==> src/rtl/transformed_aabb_builder_macros.svh <==
// ----------------------------------------------------------------------------
// Transformed AABB builder assertion macros
// Concurrent check wrappers; they compile to nothing when SYNTHESIS is set.
// ----------------------------------------------------------------------------
`ifndef TRANSFORMED_AABB_BUILDER_MACROS_SVH
`define TRANSFORMED_AABB_BUILDER_MACROS_SVH

`ifndef SYNTHESIS

// cond must hold at every clock edge out of reset
`define TAABB_ASSERT_ALWAYS(lbl, clk, rst_n, cond) \
    lbl: assert property (@(posedge clk) disable iff (!rst_n) (cond)) \
        else $error("check failed");

// same-cycle implication
`define TAABB_ASSERT_IMPLIES(lbl, clk, rst_n, ante, cons) \
    lbl: assert property (@(posedge clk) disable iff (!rst_n) (ante) |-> (cons)) \
        else $error("check failed");

// next-cycle implication
`define TAABB_ASSERT_NEXT(lbl, clk, rst_n, ante, cons) \
    lbl: assert property (@(posedge clk) disable iff (!rst_n) (ante) |=> (cons)) \
        else $error("check failed");

`else

`define TAABB_ASSERT_ALWAYS(lbl, clk, rst_n, cond)
`define TAABB_ASSERT_IMPLIES(lbl, clk, rst_n, ante, cons)
`define TAABB_ASSERT_NEXT(lbl, clk, rst_n, ante, cons)

`endif

`endif

==> src/rtl/taabb_pkg.sv <==
// ----------------------------------------------------------------------------
// taabb_pkg
// Shared types and constants of the transformed AABB builder.
// ----------------------------------------------------------------------------
package taabb_pkg;

    // configuration port
    localparam int CFG_IDX_W  = 3;
    localparam int CFG_DATA_W = 64;
    localparam logic [CFG_IDX_W-1:0] CFG_LAST_IDX = 3'd5;

    // matrix entries are signed 32-bit fixed point
    localparam int MAT_W = 32;

    // reset values of the pair registers, indexed by matrix row
    localparam logic [2:0][CFG_DATA_W-1:0] PAIR_A_RST = {
        64'h0000_0000_0000_0000,
        64'h0001_0000_0000_0000,
        64'h0000_0000_0001_0000
    };
    localparam logic [2:0][CFG_DATA_W-1:0] PAIR_B_RST = {
        64'h0000_0000_0001_0000,
        64'h0000_0000_0000_0000,
        64'h0000_0000_0000_0000
    };

    // coordinate is split at this bit for the two partial products
    localparam int MUL_SPLIT = 24;

    // partial sums are clamped to +-2^62
    localparam logic signed [63:0] SUM_LIM     = 64'sh4000_0000_0000_0000;
    localparam logic signed [63:0] NEG_SUM_LIM = -64'sh4000_0000_0000_0000;

    // axis / matrix column and row codes
    localparam logic [1:0] AXIS_X = 2'd0;
    localparam logic [1:0] AXIS_Y = 2'd1;
    localparam logic [1:0] AXIS_Z = 2'd2;

    localparam logic [2:0] LAST_CORNER = 3'd7;

    typedef struct packed {
        logic       vtx_load;   // fold accepted vertex into running box
        logic       run_clear;  // running box back to empty
        logic       box_init;   // transformed box back to empty
        logic       mul_en;     // launch partial products
        logic       acc_init;   // load translation into accumulator
        logic       sum_en;     // combine partial products
        logic       acc_en;     // add product into accumulator
        logic       fold_en;    // fold accumulator into transformed box
        logic       out_load;   // copy transformed box to output register
        logic [2:0] corner;
        logic [1:0] row;
        logic [1:0] col;
    } taabb_cmd_t;

endpackage

==> src/rtl/taabb_ctrl.sv <==
// ----------------------------------------------------------------------------
// taabb_ctrl
// Sequencer: walks corners, rows and columns of the corner transform.
// ----------------------------------------------------------------------------
module taabb_ctrl
(
    input  logic                   clk,
    input  logic                   rst_n,
    input  logic                   in_valid,
    input  logic                   in_last,
    output logic                   in_ready,
    output logic                   out_valid,
    input  logic                   out_ready,
    output taabb_pkg::taabb_cmd_t  cmd
);

    localparam logic [2:0] ST_IDLE = 3'd0;
    localparam logic [2:0] ST_MUL  = 3'd1;
    localparam logic [2:0] ST_SUM  = 3'd2;
    localparam logic [2:0] ST_ACC  = 3'd3;
    localparam logic [2:0] ST_FOLD = 3'd4;
    localparam logic [2:0] ST_OUT  = 3'd5;

    logic [2:0] state_reg, state_next;
    logic [2:0] corner_reg, corner_next;
    logic [1:0] row_reg, row_next;
    logic [1:0] col_reg, col_next;
    logic       out_valid_reg, out_valid_next;
    logic       accept;

    assign in_ready  = (state_reg == ST_IDLE);
    assign out_valid = out_valid_reg;
    assign accept    = in_valid && in_ready;

    always_comb
    begin
        state_next     = state_reg;
        corner_next    = corner_reg;
        row_next       = row_reg;
        col_next       = col_reg;
        out_valid_next = (out_valid_reg && out_ready) ? 1'b0 : out_valid_reg;

        cmd          = '0;
        cmd.corner   = corner_reg;
        cmd.row      = row_reg;
        cmd.col      = col_reg;
        cmd.vtx_load = accept;

        case (state_reg)
            ST_IDLE:
            begin
                if (accept && in_last)
                begin
                    cmd.box_init = 1'b1;
                    corner_next  = '0;
                    row_next     = taabb_pkg::AXIS_X;
                    col_next     = taabb_pkg::AXIS_X;
                    state_next   = ST_MUL;
                end
            end
            ST_MUL:
            begin
                cmd.mul_en   = 1'b1;
                cmd.acc_init = (col_reg == taabb_pkg::AXIS_X);
                state_next   = ST_SUM;
            end
            ST_SUM:
            begin
                cmd.sum_en = 1'b1;
                state_next = ST_ACC;
            end
            ST_ACC:
            begin
                cmd.acc_en = 1'b1;
                if (col_reg == taabb_pkg::AXIS_Z)
                begin
                    col_next   = taabb_pkg::AXIS_X;
                    state_next = ST_FOLD;
                end
                else
                begin
                    col_next   = col_reg + 2'd1;
                    state_next = ST_MUL;
                end
            end
            ST_FOLD:
            begin
                cmd.fold_en = 1'b1;
                if (row_reg == taabb_pkg::AXIS_Z)
                begin
                    row_next = taabb_pkg::AXIS_X;
                    if (corner_reg == taabb_pkg::LAST_CORNER)
                    begin
                        state_next = ST_OUT;
                    end
                    else
                    begin
                        corner_next = corner_reg + 3'd1;
                        state_next  = ST_MUL;
                    end
                end
                else
                begin
                    row_next   = row_reg + 2'd1;
                    state_next = ST_MUL;
                end
            end
            ST_OUT:
            begin
                // wait for the output register to free up
                if (!out_valid_reg || out_ready)
                begin
                    cmd.out_load   = 1'b1;
                    cmd.run_clear  = 1'b1;
                    out_valid_next = 1'b1;
                    state_next     = ST_IDLE;
                end
            end
            default:
            begin
                state_next = ST_IDLE;
            end
        endcase
    end

    always_ff @(posedge clk or negedge rst_n)
    begin
        if (!rst_n)
        begin
            state_reg     <= ST_IDLE;
            corner_reg    <= '0;
            row_reg       <= taabb_pkg::AXIS_X;
            col_reg       <= taabb_pkg::AXIS_X;
            out_valid_reg <= 1'b0;
        end
        else
        begin
            state_reg     <= state_next;
            corner_reg    <= corner_next;
            row_reg       <= row_next;
            col_reg       <= col_next;
            out_valid_reg <= out_valid_next;
        end
    end

endmodule

==> config.mk <==
export PLATFORM = sky130hd
export DESIGN_NAME = taabb_ctrl
export DESIGN_NICKNAME = d
export VERILOG_FILES = /design/src/rtl/transformed_aabb_builder_macros.svh /design/src/rtl/taabb_pkg.sv /design/src/rtl/taabb_ctrl.sv
export SDC_FILE = /design/constraint.sdc
export NUM_CORES = 1
export LEC_CHECK = 0
export ABC_AREA = 1
export BUFFER_PORTS_ARGS = -buffer_cell sky130_fd_sc_hd__buf_2
export CORE_MARGIN = 1.5
export CORE_UTILIZATION = 35
export DETAILED_ROUTE_END_ITERATION = 12
export PLACE_DENSITY = 0.59
export SYNTH_ARGS = -nofsm -noshare
export SYNTH_HDL_FRONTEND = slang
export SYNTH_SLANG_ARGS = --single-unit
export TNS_END_PERCENT = 30
==> constraint.sdc <==
create_clock -name clk -period 1.67 [get_ports clk]
set_input_delay 0.167 -clock clk [delete_from_list [all_inputs] [get_ports clk]]
set_output_delay 0.167 -clock clk [all_outputs]
set_load 0.01 [all_outputs]
==> metrics.md, run 1 <==
| Metric | Value |
|---|---|
| Crit-path slowest cell | dfrtp_1 |
| Commonest cells in the netlist | nand2_1, inv_1, nand3_1, dfrtp_1, nor2_1 |
| Ys flop type | dfrtp_1 |
| Critical path class | flop to output port |
| Top Layer Used | met4 |
| Final instance area | between 700 and 800 um^2 |
| Die W | about 46 um |
| Hold Slack | 0.1599 ns |
| DP Wirelength | 928 um |
| Slew Limit Headroom | 0.8293 |
| Post-synth top area cell | dfrtp_1 |
| Worst-path clk slew | about 0.080 ns |
| Share of cells above drive strength 1 | 0.3056 |
| Switching pwr | 0.5511 mW |
| Met1 WL | 608 um |
| 1st-iter DRT viols | 4 |
| Core ar. | 1708 um^2 |
| Initial Util | 0.3729 |
| Count of yosys warnings during synthesis | 0 |
| FP Rows | 15 |
| Vias in the first global route | 475 |
| Share of the synthesized area in the top cell type | 0.4322 |
| Clock power frac | 0.152 |
| Routed wire length on met2 | 514 um |
| Clock net sink count | 11 |
| Area Overhead vs Synth | 25.54% |
| Tcrit/Tclk final | 0.8984 |
| Final GP Congestion | around 0.68 |
| Unrepaired setup endpoints after global routing | no |
| Int Power | 0.6785 mW |
| Postcts setup bufs | 0 |
| CTS Buf Count | 3 |
| # diodes | 0 |
| Hold Fails Final Rpt | 0 |
| Global Route Usage Sum | 0.1409 |
| H-tree depth | 1 |
| Sw Ratio | 0.4482 |
| # port buffers | 22 |
| Die H | roughly 46 um |
| Synthesized area per cell | 7.673 um^2 |
| Post-synth ARST share | 1.000 |
| Max Clk Rate | 666.5 MHz |
| Skew final | 0.002857 ns |
| Register area share after synthesis | 0.4322 |
| Core Util, Final | 0.4681 |
| Post-CTS Resized | 0 |
| Critical path, cell by cell | nor2_4 -> nand4_2 -> inv_1 -> buf_2 |
| Crit. End Element | output port |
| TritonCTS clock tree | yes |
| Reg power frac | 0.386 |
| Max VDD drop | 659.9 uV |
| Post-synth net total | 90 |
| Drt drc | 0 |
| Boundary pin count | 23 |
| Via density | 4.256 |
| Final setup fails | 0 |
| CP Data Arrival Time | 1.33 ns |
| Top area cells in the synthesized netlist | dfrtp_1, nand2_1, nand3_1 |
| Post-DRT Antenna Nets | 0 |
| Clock Latency Late Sink | ~0.27 ns |
| Netlist cell types | 19 |
| Final min period | 1.500 ns |
| Layout net count | 116 |
| Status | completed |
| GR Overflow Total | 0 |
| Max clock buf depth | 2 |
| Startpoint Class | flop |
| Worst EP required | 1.50 ns |
| PwrDens | 1538 nW/um^2 |
| Die ar. | 2084 um^2 |
| Hold Path Class | input pin to flop |
| Reg2reg setup slack | 0.30 ns |
| Filler Cell Count | 182 |
| Root buffer cell | clkbuf_4 |
| Synth Cell Area | 636.9 um^2 |
| Mapped Cells | 83 |
| Max incr delay on CP | between 0.4 and 0.5 ns |
| Wire per inst | roughly 9 um |
| Initial antenna violation count | 0 |
| Drt pass-1 iters | 4 |
| Most common cell in the netlist | nand2_1 |
| Post-place instance area | approximately 760 um^2 |
| Post-synthesis sequential element count | 11 |
| Final Power | roughly 1.2 mW |
| First-pass GRT wire length | about 2000 um |
| Vias | roughly 570 |
| Worst-Margin Slew | 0.2560 ns |
| Routed length on met3 | 70 um |
| Max Cap Viol | 0 |
| Critical path fanouts, max | 8 |
| Final Max Tran Viols | 0 |
| Final setup TNS | 0 ns |
| Largest net degree at the start of global routing | 12 |
| Post-synth EDFFs | 0 |
| Leak pwr | 0.5281 nW |
| WL final | 1213 um |
| Logic pwr share | 0.463 |
## critical path: cells and delay by family (launching register included)
| family | cells | cell delay [ns] |
|---|---|---|
| buf+inv | 2 | 0.23 |
| simple gates | 2 | 0.38 |
| flops | 1 | 0.46 |
## per-layer routing
metal	vias to the layer above	global-route usage
met1	242	0.1841
met5	-	0
met4	0	0.08824
li1	305	-
met2	17	0.1972
met3	2	0.04762
## through the flow
stage | std cells | setup WS [ns]
after floorplan | 83 | 0.3143
after global placement | 128 | 0.3320
after detailed placement | 128 | 0.3028
after CTS | 133 | 0.1371
after global routing | 133 | 0.01682
final | 133 | 0.1697
## final cells by class
class | count | area (um^2) | share of cell area
multi-input cells | 52 | 276.5 | 0.3459
well taps | 25 | 31.28 | 0.03912
flip-flops and latches | 11 | 275.3 | 0.3443
inverters | 18 | 70.07 | 0.08764
repair buffers | 23 | 120.1 | 0.1502
clock buffers | 4 | 26.28 | 0.03286
## path summary, 6_finish.rpt
kind                       cells past startpoint                       from                   endpoint
max                                            4   state_reg[0]$_DFFE_PN0P_                    cmd[13]
min                                            4                  out_ready        out_valid$_DFF_PN0_
max reg2reg                                    6  corner_reg[0]$_DFFE_PN0P_  corner_reg[0]$_DFFE_PN0P_
min reg2reg                                    2  corner_reg[2]$_DFFE_PN0P_  corner_reg[2]$_DFFE_PN0P_
max in group asynchronous                      2                      rst_n     col_reg[1]$_DFFE_PN0P_
min in group asynchronous                      2                      rst_n   state_reg[2]$_DFFE_PN0P_
## layout by cell type, fill, tap and decap left out
master          n
nor3_1          1
buf_2          22
ha_1            2
a21oi_1         1
inv_2           2
nand3_1        13
nand4_2         1
nand4_1         1
inv_4           1
dfrtp_1        11
nand2_4         2
nor2_2          1
inv_1          15
nand2_1        19
or2_0           1
nor2_4          1
dlygate4sd3_1   1
o21ai_0         2
nor2_1          6
o21bai_1        1
clkbuf_4        3
clkbuf_1        1
## logic make-up after synthesis
logic type	share of synthesized area
buffers and inverters	0.1336
AOI/OAI and AO/OA	0.03536
adders and majority gates	0.03929
and+or+nand+nor	0.3595
DFF	0.4322
## what timing repair did
item,in CTS,in global routing
hold endpoints to repair,11,0
hold buffers,1,0
setup endpoints to repair,0,0
## power groups by stage
stage | Combinational (mW) | Sequential [mW] | Clock, mW
floorplan | 0.362 | 0.495 | 0
global placement | 0.574 | 0.476 | 0
detailed placement | 0.573 | 0.480 | 0
CTS | 0.581 | 0.475 | 0.191
global route | 0.651 | 0.492 | 0.204
finish | 0.569 | 0.474 | 0.186
Power figures use the tool's default switching activity.
==> inputs of run 2 (changes only) <==
ABC_AREA = unset   (was 1)
==> metrics.md, run 2 <==
| Metric | Value |
|---|---|
| Critical path class | flop to output port |
| Skew final | 0.006929 ns |
| Synth Cell Area | between 600 and 700 um^2 |
| Global Route Usage Sum | 0.1372 |
| Initial antenna violation count | 0 |
| Filler Cell Count | 170 |
| Final setup TNS | 0 ns |
| Top area cells in the synthesized netlist | dfrtp_1, a22o_1, ha_1 |
| Register area share after synthesis | 0.4400 |
| Commonest non-fill, non-tap cell in the layout | buf_2 |
| RR Endpoint | corner_reg[0]$_DFFE_PN0P_ |
| Post-synth EDFFs | 0 |
| Worst EP required | 1.50 ns |
| Status | completed |
| Crit. End Element | output port |
| Final Max Tran Viols | 0 |
| # port buffers | 22 |
| Critical path fanouts, max | 6 |
| Netlist cell types | 28 |
| Hold Crit Start | out_ready |
| Cell depth of the worst hold path | 3 |
| Hold Path Sink | out_valid$_DFF_PN0_ |
| Post-synth ARST share | 1.000 |
| GR Overflow Total | 0 |
| Boundary pin count | 23 |
| Final setup fails | 0 |
| Most heavily used metal layer in global routing | met1 |
| Final min period | approximately 1.6 ns |
| Die H | 45.28 um |
| Post-synth top area cell | dfrtp_1 |
| Hold Path Class | input pin to flop |
| R2R depth | 5 |
| Max VDD drop | 667.6 uV |
| Met1 Use GR | 0.2060 |
| Drt pass-1 iters | 4 |
| CTS Buf Count | 3 |
| Count of yosys warnings during synthesis | 0 |
| Layout net count | between 90 and 100 |
| Startpoint Class | flop |
| Worst-Margin Slew | 0.3635 ns |
| TritonCTS clock tree | yes |
| Most common cell in the netlist | dfrtp_1 |
| Commonest cells in the netlist | dfrtp_1, a22o_1, a21oi_1, nand2b_1, nor2_1 |
| Largest net degree at the start of global routing | 12 |
| Core ar. | 1708 um^2 |
| PwrDens | 1434 nW/um^2 |
| Clock net sink count | 11 |
| Die ar. | 2050 um^2 |
| Clock Latency Late Sink | ~0.27 ns |
| DP Wirelength | between 900 and 1000 um |
| Mapped Cells | 58 |
| Die W | roughly 45 um |
| H-tree depth | 1 |
| Max Cap Viol | 0 |
| WL final | 1308 um |
| Area Overhead vs Synth | 28.80% |
| CP Data Arrival Time | 1.41 ns |
| Vias | 534 |
| First-pass GRT wire length | 1959 um |
| Hold Fails Final Rpt | 0 |
| Leak pwr | 0.4221 nW |
| Max Clk Rate | 632.2 MHz |
| Wire per inst | 11.89 um |
| Most frequent cells in the layout | buf_2, dfrtp_1, a22o_1 |
| Reg2reg setup slack | 0.13 ns |
| Post-DRT Antenna Nets | 0 |
| Worst-path clk slew | 0.07 ns |
| Vias in the first global route | 452 |
| Post-synthesis sequential element count | 11 |
| Core Util, Final | 0.4718 |
| Tcrit/Tclk final | 0.9472 |
| Slew Limit Headroom | 0.7544 |
| Unrepaired setup endpoints after global routing | no |
| Share of the synthesized area in the top cell type | 0.4400 |
| Via density | 4.855 |
| Synthesized area per cell | 10.79 um^2 |
| Max clock buf depth | 2 |
| GR Util met3 | 0.03600 |
| Drt drc | 0 |
| 1st-iter DRT viols | 6 |
| Share of cells above drive strength 1 | 0.4471 |
| Initial Util | 0.3663 |
| FP Rows | 15 |
| Final GP Congestion | 0.7719 |
| Met2 usage | 0.1771 |
| Root buffer cell | clkbuf_4 |
| Ys flop type | dfrtp_1 |
| # diodes | 0 |
| Post-synth net total | 65 |
| FF-to-FF Start | corner_reg[0]$_DFFE_PN0P_ |
-- run 2: cell types whose count changed after synthesis, sizes merged, moves of 3 or more --
cell / before / now
a22o: 0 / 5
nor2b: 0 / 3
nand2: 21 / 2
nand3: 13 / 0
a21oi: 1 / 4
nand2b: 0 / 4
inv: 18 / 1
nor2: 8 / 4
-- run 2: power breakdown --
group / leakage, nW / total (mW) / internal, mW / switching, mW
registers: 0.143 / 0.458 / 0.336 / 0.122
clock network: 0.0150 / 0.183 / 0.0925 / 0.0906
logic: 0.264 / 0.515 / 0.278 / 0.236
total: 0.422 / 1.16 / 0.707 / 0.449
-- run 2: kinds of logic after synthesis --
family                     after synthesis  share of synthesized area
muxes                                    2                    0.04199
AOI/OAI and AO/OA                       13                     0.1520
DFF                                     11                     0.4400
and+or+nand+nor                         25                     0.2660
adders and majority gates                2                    0.03999
buffers and inverters                    5                    0.05999
-- run 2: area by class of cell --
class,instances,area (um^2),share of cell area
inverter,1,3.754,0.004658
clock buffer,4,26.28,0.03261
sequential,11,279.0,0.3463
tap,25,31.28,0.03882
multi-input combinational,42,315.3,0.3913
timing repair buffer,27,150.1,0.1863
-- run 2: repair_timing --
action                                 in CTS  in global routing
setup endpoints to repair                   2                  2
gates resized for setup                     2                  2
buffers inserted                            0                  3
endpoints found under the hold margin      11                  0
hold buffers                                1                  0
-- run 2: how the worst max path moves through the flow --
stage | slack, ns | cells past startpoint | start | endpoint
2_1_floorplan | 0.17 | 5 | corner_reg[0]$_DFFE_PN0P_ | corner_reg[0]$_DFFE_PN0P_
3_3_place_gp | 0.17 | 5 | corner_reg[0]$_DFFE_PN0P_ | corner_reg[0]$_DFFE_PN0P_
3_5_place_dp | 0.14 | 5 | corner_reg[0]$_DFFE_PN0P_ | corner_reg[0]$_DFFE_PN0P_
4_1_cts | 0.01 | 4 | state_reg[2]$_DFFE_PN0P_ | cmd[7]
5_1_grt | 0.01 | 4 | state_reg[1]$_DFFE_PN0P_ | cmd[7]
6_report | 0.09 | 4 | state_reg[1]$_DFFE_PN0P_ | cmd[14]
-- run 2: critical path: stages, from the launching register on --
cell and delay (ns):
dfrtp_2 0.45, nand2b_1 0.16, or2_2 0.30, nor2_2 0.10, buf_2 0.13
-- run 2: stage by stage --
step | worst slack (ns) | power (mW) | hold WS [ns] | area [um^2] | std cells
CTS | 0.01006 | 1.114 | 0.1738 | 779.5 | 107
finish | 0.08811 | 1.156 | 0.1896 | 805.8 | 110
global placement | 0.1669 | 0.9194 | 0.05358 | 740.7 | 102
floorplan | 0.1705 | 0.7703 | -0.1286 | 625.6 | 58
global route | 0.01028 | 1.241 | 0.2039 | 805.8 | 110
detailed placement | 0.1363 | 0.9195 | 0.05499 | 740.7 | 102
-- run 2: per-layer routing --
layer	vias to the layer above	share of wire	wire (um)
met5	-	0	0
met4	0	0.014	18
met3	2	0.057	75
met2	20	0.42	546
met1	248	0.51	669
li1	264	-	-
==> inputs of run 3 (changes only) <==
CORE_UTILIZATION = 40   (was 35)
PLACE_DENSITY = 0.66   (was 0.59)
==> metrics.md, run 3 (same netlist as run 2, synthesis figures left out) <==
| Metric | Value |
|---|---|
| Status | completed |
| Final min period | around 1.6 ns |
| Most frequent cells in the layout | buf_2, dfrtp_1, a22o_1 |
| Worst-path clk slew | 0.08 ns |
| CP Data Arrival Time | 1.74 ns |
| Max VDD drop | 664.8 uV |
| Die W | 42.55 um |
| Final Max Tran Viols | 0 |
| Fin worst setup slack | 0.08412 ns |
| Stages on worst setup path | 5 |
| 1st-iter DRT viols | 10 |
| Critical path fanouts, max | 3 |
| Die H | about 43 um |
| Worst EP required | between 1.5 and 2 ns |
| CTS Buf Count | 3 |
| Leak pwr | 0.4177 nW |
| Final setup fails | 0 |
| Clock net sink count | 11 |
| Via density | 5.350 |
| Hold Crit Start | out_ready |
| Area Overhead vs Synth | 25.40% |
| Max Cap Viol | 0 |
| Final GP Congestion | 0.7655 |
| CP startpoint | corner_reg[0]$_DFFE_PN0P_ |
| Slew Limit Headroom | 0.7894 |
| Most frequent CP cell | ha_1 |
| Boundary pin count | 23 |
| Post-DRT Antenna Nets | 0 |
| Unrepaired setup endpoints after global routing | no |
| Hold Slack | approximately 0.20 ns |
| Tcrit/Tclk final | 0.9496 |
| WL final | 1344 um |
| Reg2reg setup slack | 0.08 ns |
| PwrDens | 1461 nW/um^2 |
| Max Clk Rate | 630.6 MHz |
| Worst-Margin Slew | 0.3117 ns |
| Initial antenna violation count | 0 |
| FP Rows | 14 |
| Largest net degree at the start of global routing | 12 |
| Wire per inst | around 13 um |
| Initial Util | 0.4202 |
| GR Overflow Total | 0 |
| # port buffers | 22 |
| Hold Path Sink | out_valid$_DFF_PN0_ |
| Clock Latency Late Sink | 0.27 ns |
| TritonCTS clock tree | yes |
| H-tree depth | 1 |
| Max clock buf depth | 2 |
| Cell depth of the worst hold path | 3 |
| First-pass GRT wire length | 2263 um |
| # diodes | 0 |
| CP Buf/Inv Count | 0 |
| R2R depth | 5 |
| Vias | 535 |
| Hold Fails Final Rpt | 0 |
| Critical path class | flop to flop |
| Commonest non-fill, non-tap cell in the layout | buf_2 |
| Final Power | 1.146 mW |
| Die ar. | about 1800 um^2 |
| Share of cells above drive strength 1 | 0.4286 |
| Global Route Usage Sum | 0.1650 |
| Crit-path slowest cell | dfrtp_1 |
| Max incr delay on CP | 0.41 ns |
| CP delay by family, top | flip-flops |
| Hold Path Class | input pin to flop |
| DP Wirelength | between 900 and 1000 um |
| Core Util, Final | 0.5269 |
| Layout net count | 92 |
| Startpoint Class | flop |
| RR Endpoint | corner_reg[0]$_DFFE_PN0P_ |
| Drt pass-1 iters | 4 |
| FF-to-FF Start | corner_reg[0]$_DFFE_PN0P_ |
| Final setup TNS | 0 ns |
| Root buffer cell | clkbuf_4 |
| Setup WS pre-CTS | 0.1198 ns |
| Vias in the first global route | 530 |
| Critical path, cell by cell | ha_1 -> ha_1 -> nor3b_1 -> a32oi_1 -> mux2_4 |
| Core ar. | about 1500 um^2 |
| Crit. End Element | flop |
| Drt drc | 0 |
| Skew final | 0.005218 ns |
[run 3: changes by cell type in the layout (fill, tap and decap cells not counted)]
| cell | change |
|---|---|
| buf_4 | -1 |
| nor2_1 | +1 |
| nor2_2 | -1 |
[run 3: how the worst max path moves through the flow]
stage,to,slack (ns)
global route,corner_reg[0]$_DFFE_PN0P_,0.003
floorplan,corner_reg[0]$_DFFE_PN0P_,0.17
global placement,corner_reg[0]$_DFFE_PN0P_,0.17
detailed placement,corner_reg[0]$_DFFE_PN0P_,0.12
finish,corner_reg[0]$_DFFE_PN0P_,0.08
CTS,cmd[14],0.01
[run 3: where the power goes]
part	internal (mW)	switching [mW]	total, mW
clock network	0.0923	0.0934	0.186
logic	0.265	0.240	0.505
registers	0.336	0.120	0.456
total	0.693	0.453	1.15
[run 3: what timing repair did]
action	in CTS	in global routing
buffers inserted	0	2
endpoints found under the setup margin	2	3
hold buffers	1	0
hold endpoints to repair	11	0
resized for setup	2	1
[run 3: through the flow]
step,instance area (um^2),cells
5_1_grt,784.5,100
6_report,784.5,100
2_1_floorplan,625.6,58
4_1_cts,768.2,98
3_5_place_dp,729.5,93
3_3_place_gp,729.5,93
[run 3: layer usage]
layer	GRT usage	vias to the layer above	part of all wire
li1	-	265	-
met1	0.2065	257	0.47
met2	0.2646	13	0.47
met3	0.05603	0	0.054
met4	0.05625	0	0
met5	0	-	0
[run 3: worst reg2reg max path: cells and delay by family (launching register included)]
| kind | cells | cell delay, ns |
|---|---|---|
| mux | 1 | 0.28 |
| fa+ha+maj | 2 | 0.40 |
| compound gates | 1 | 0.14 |
| simple gates | 1 | 0.24 |
| flops | 1 | 0.41 |
[run 3: layout make-up]
type,instances,area [um^2]
Clock buffer,4,26.28
Fill cell,148,704.4
Inverter,1,3.754
Multi-Input combinational cell,42,312.8
Sequential cell,11,279.0
Tap cell,16,20.02
Timing Repair Buffer,26,142.6
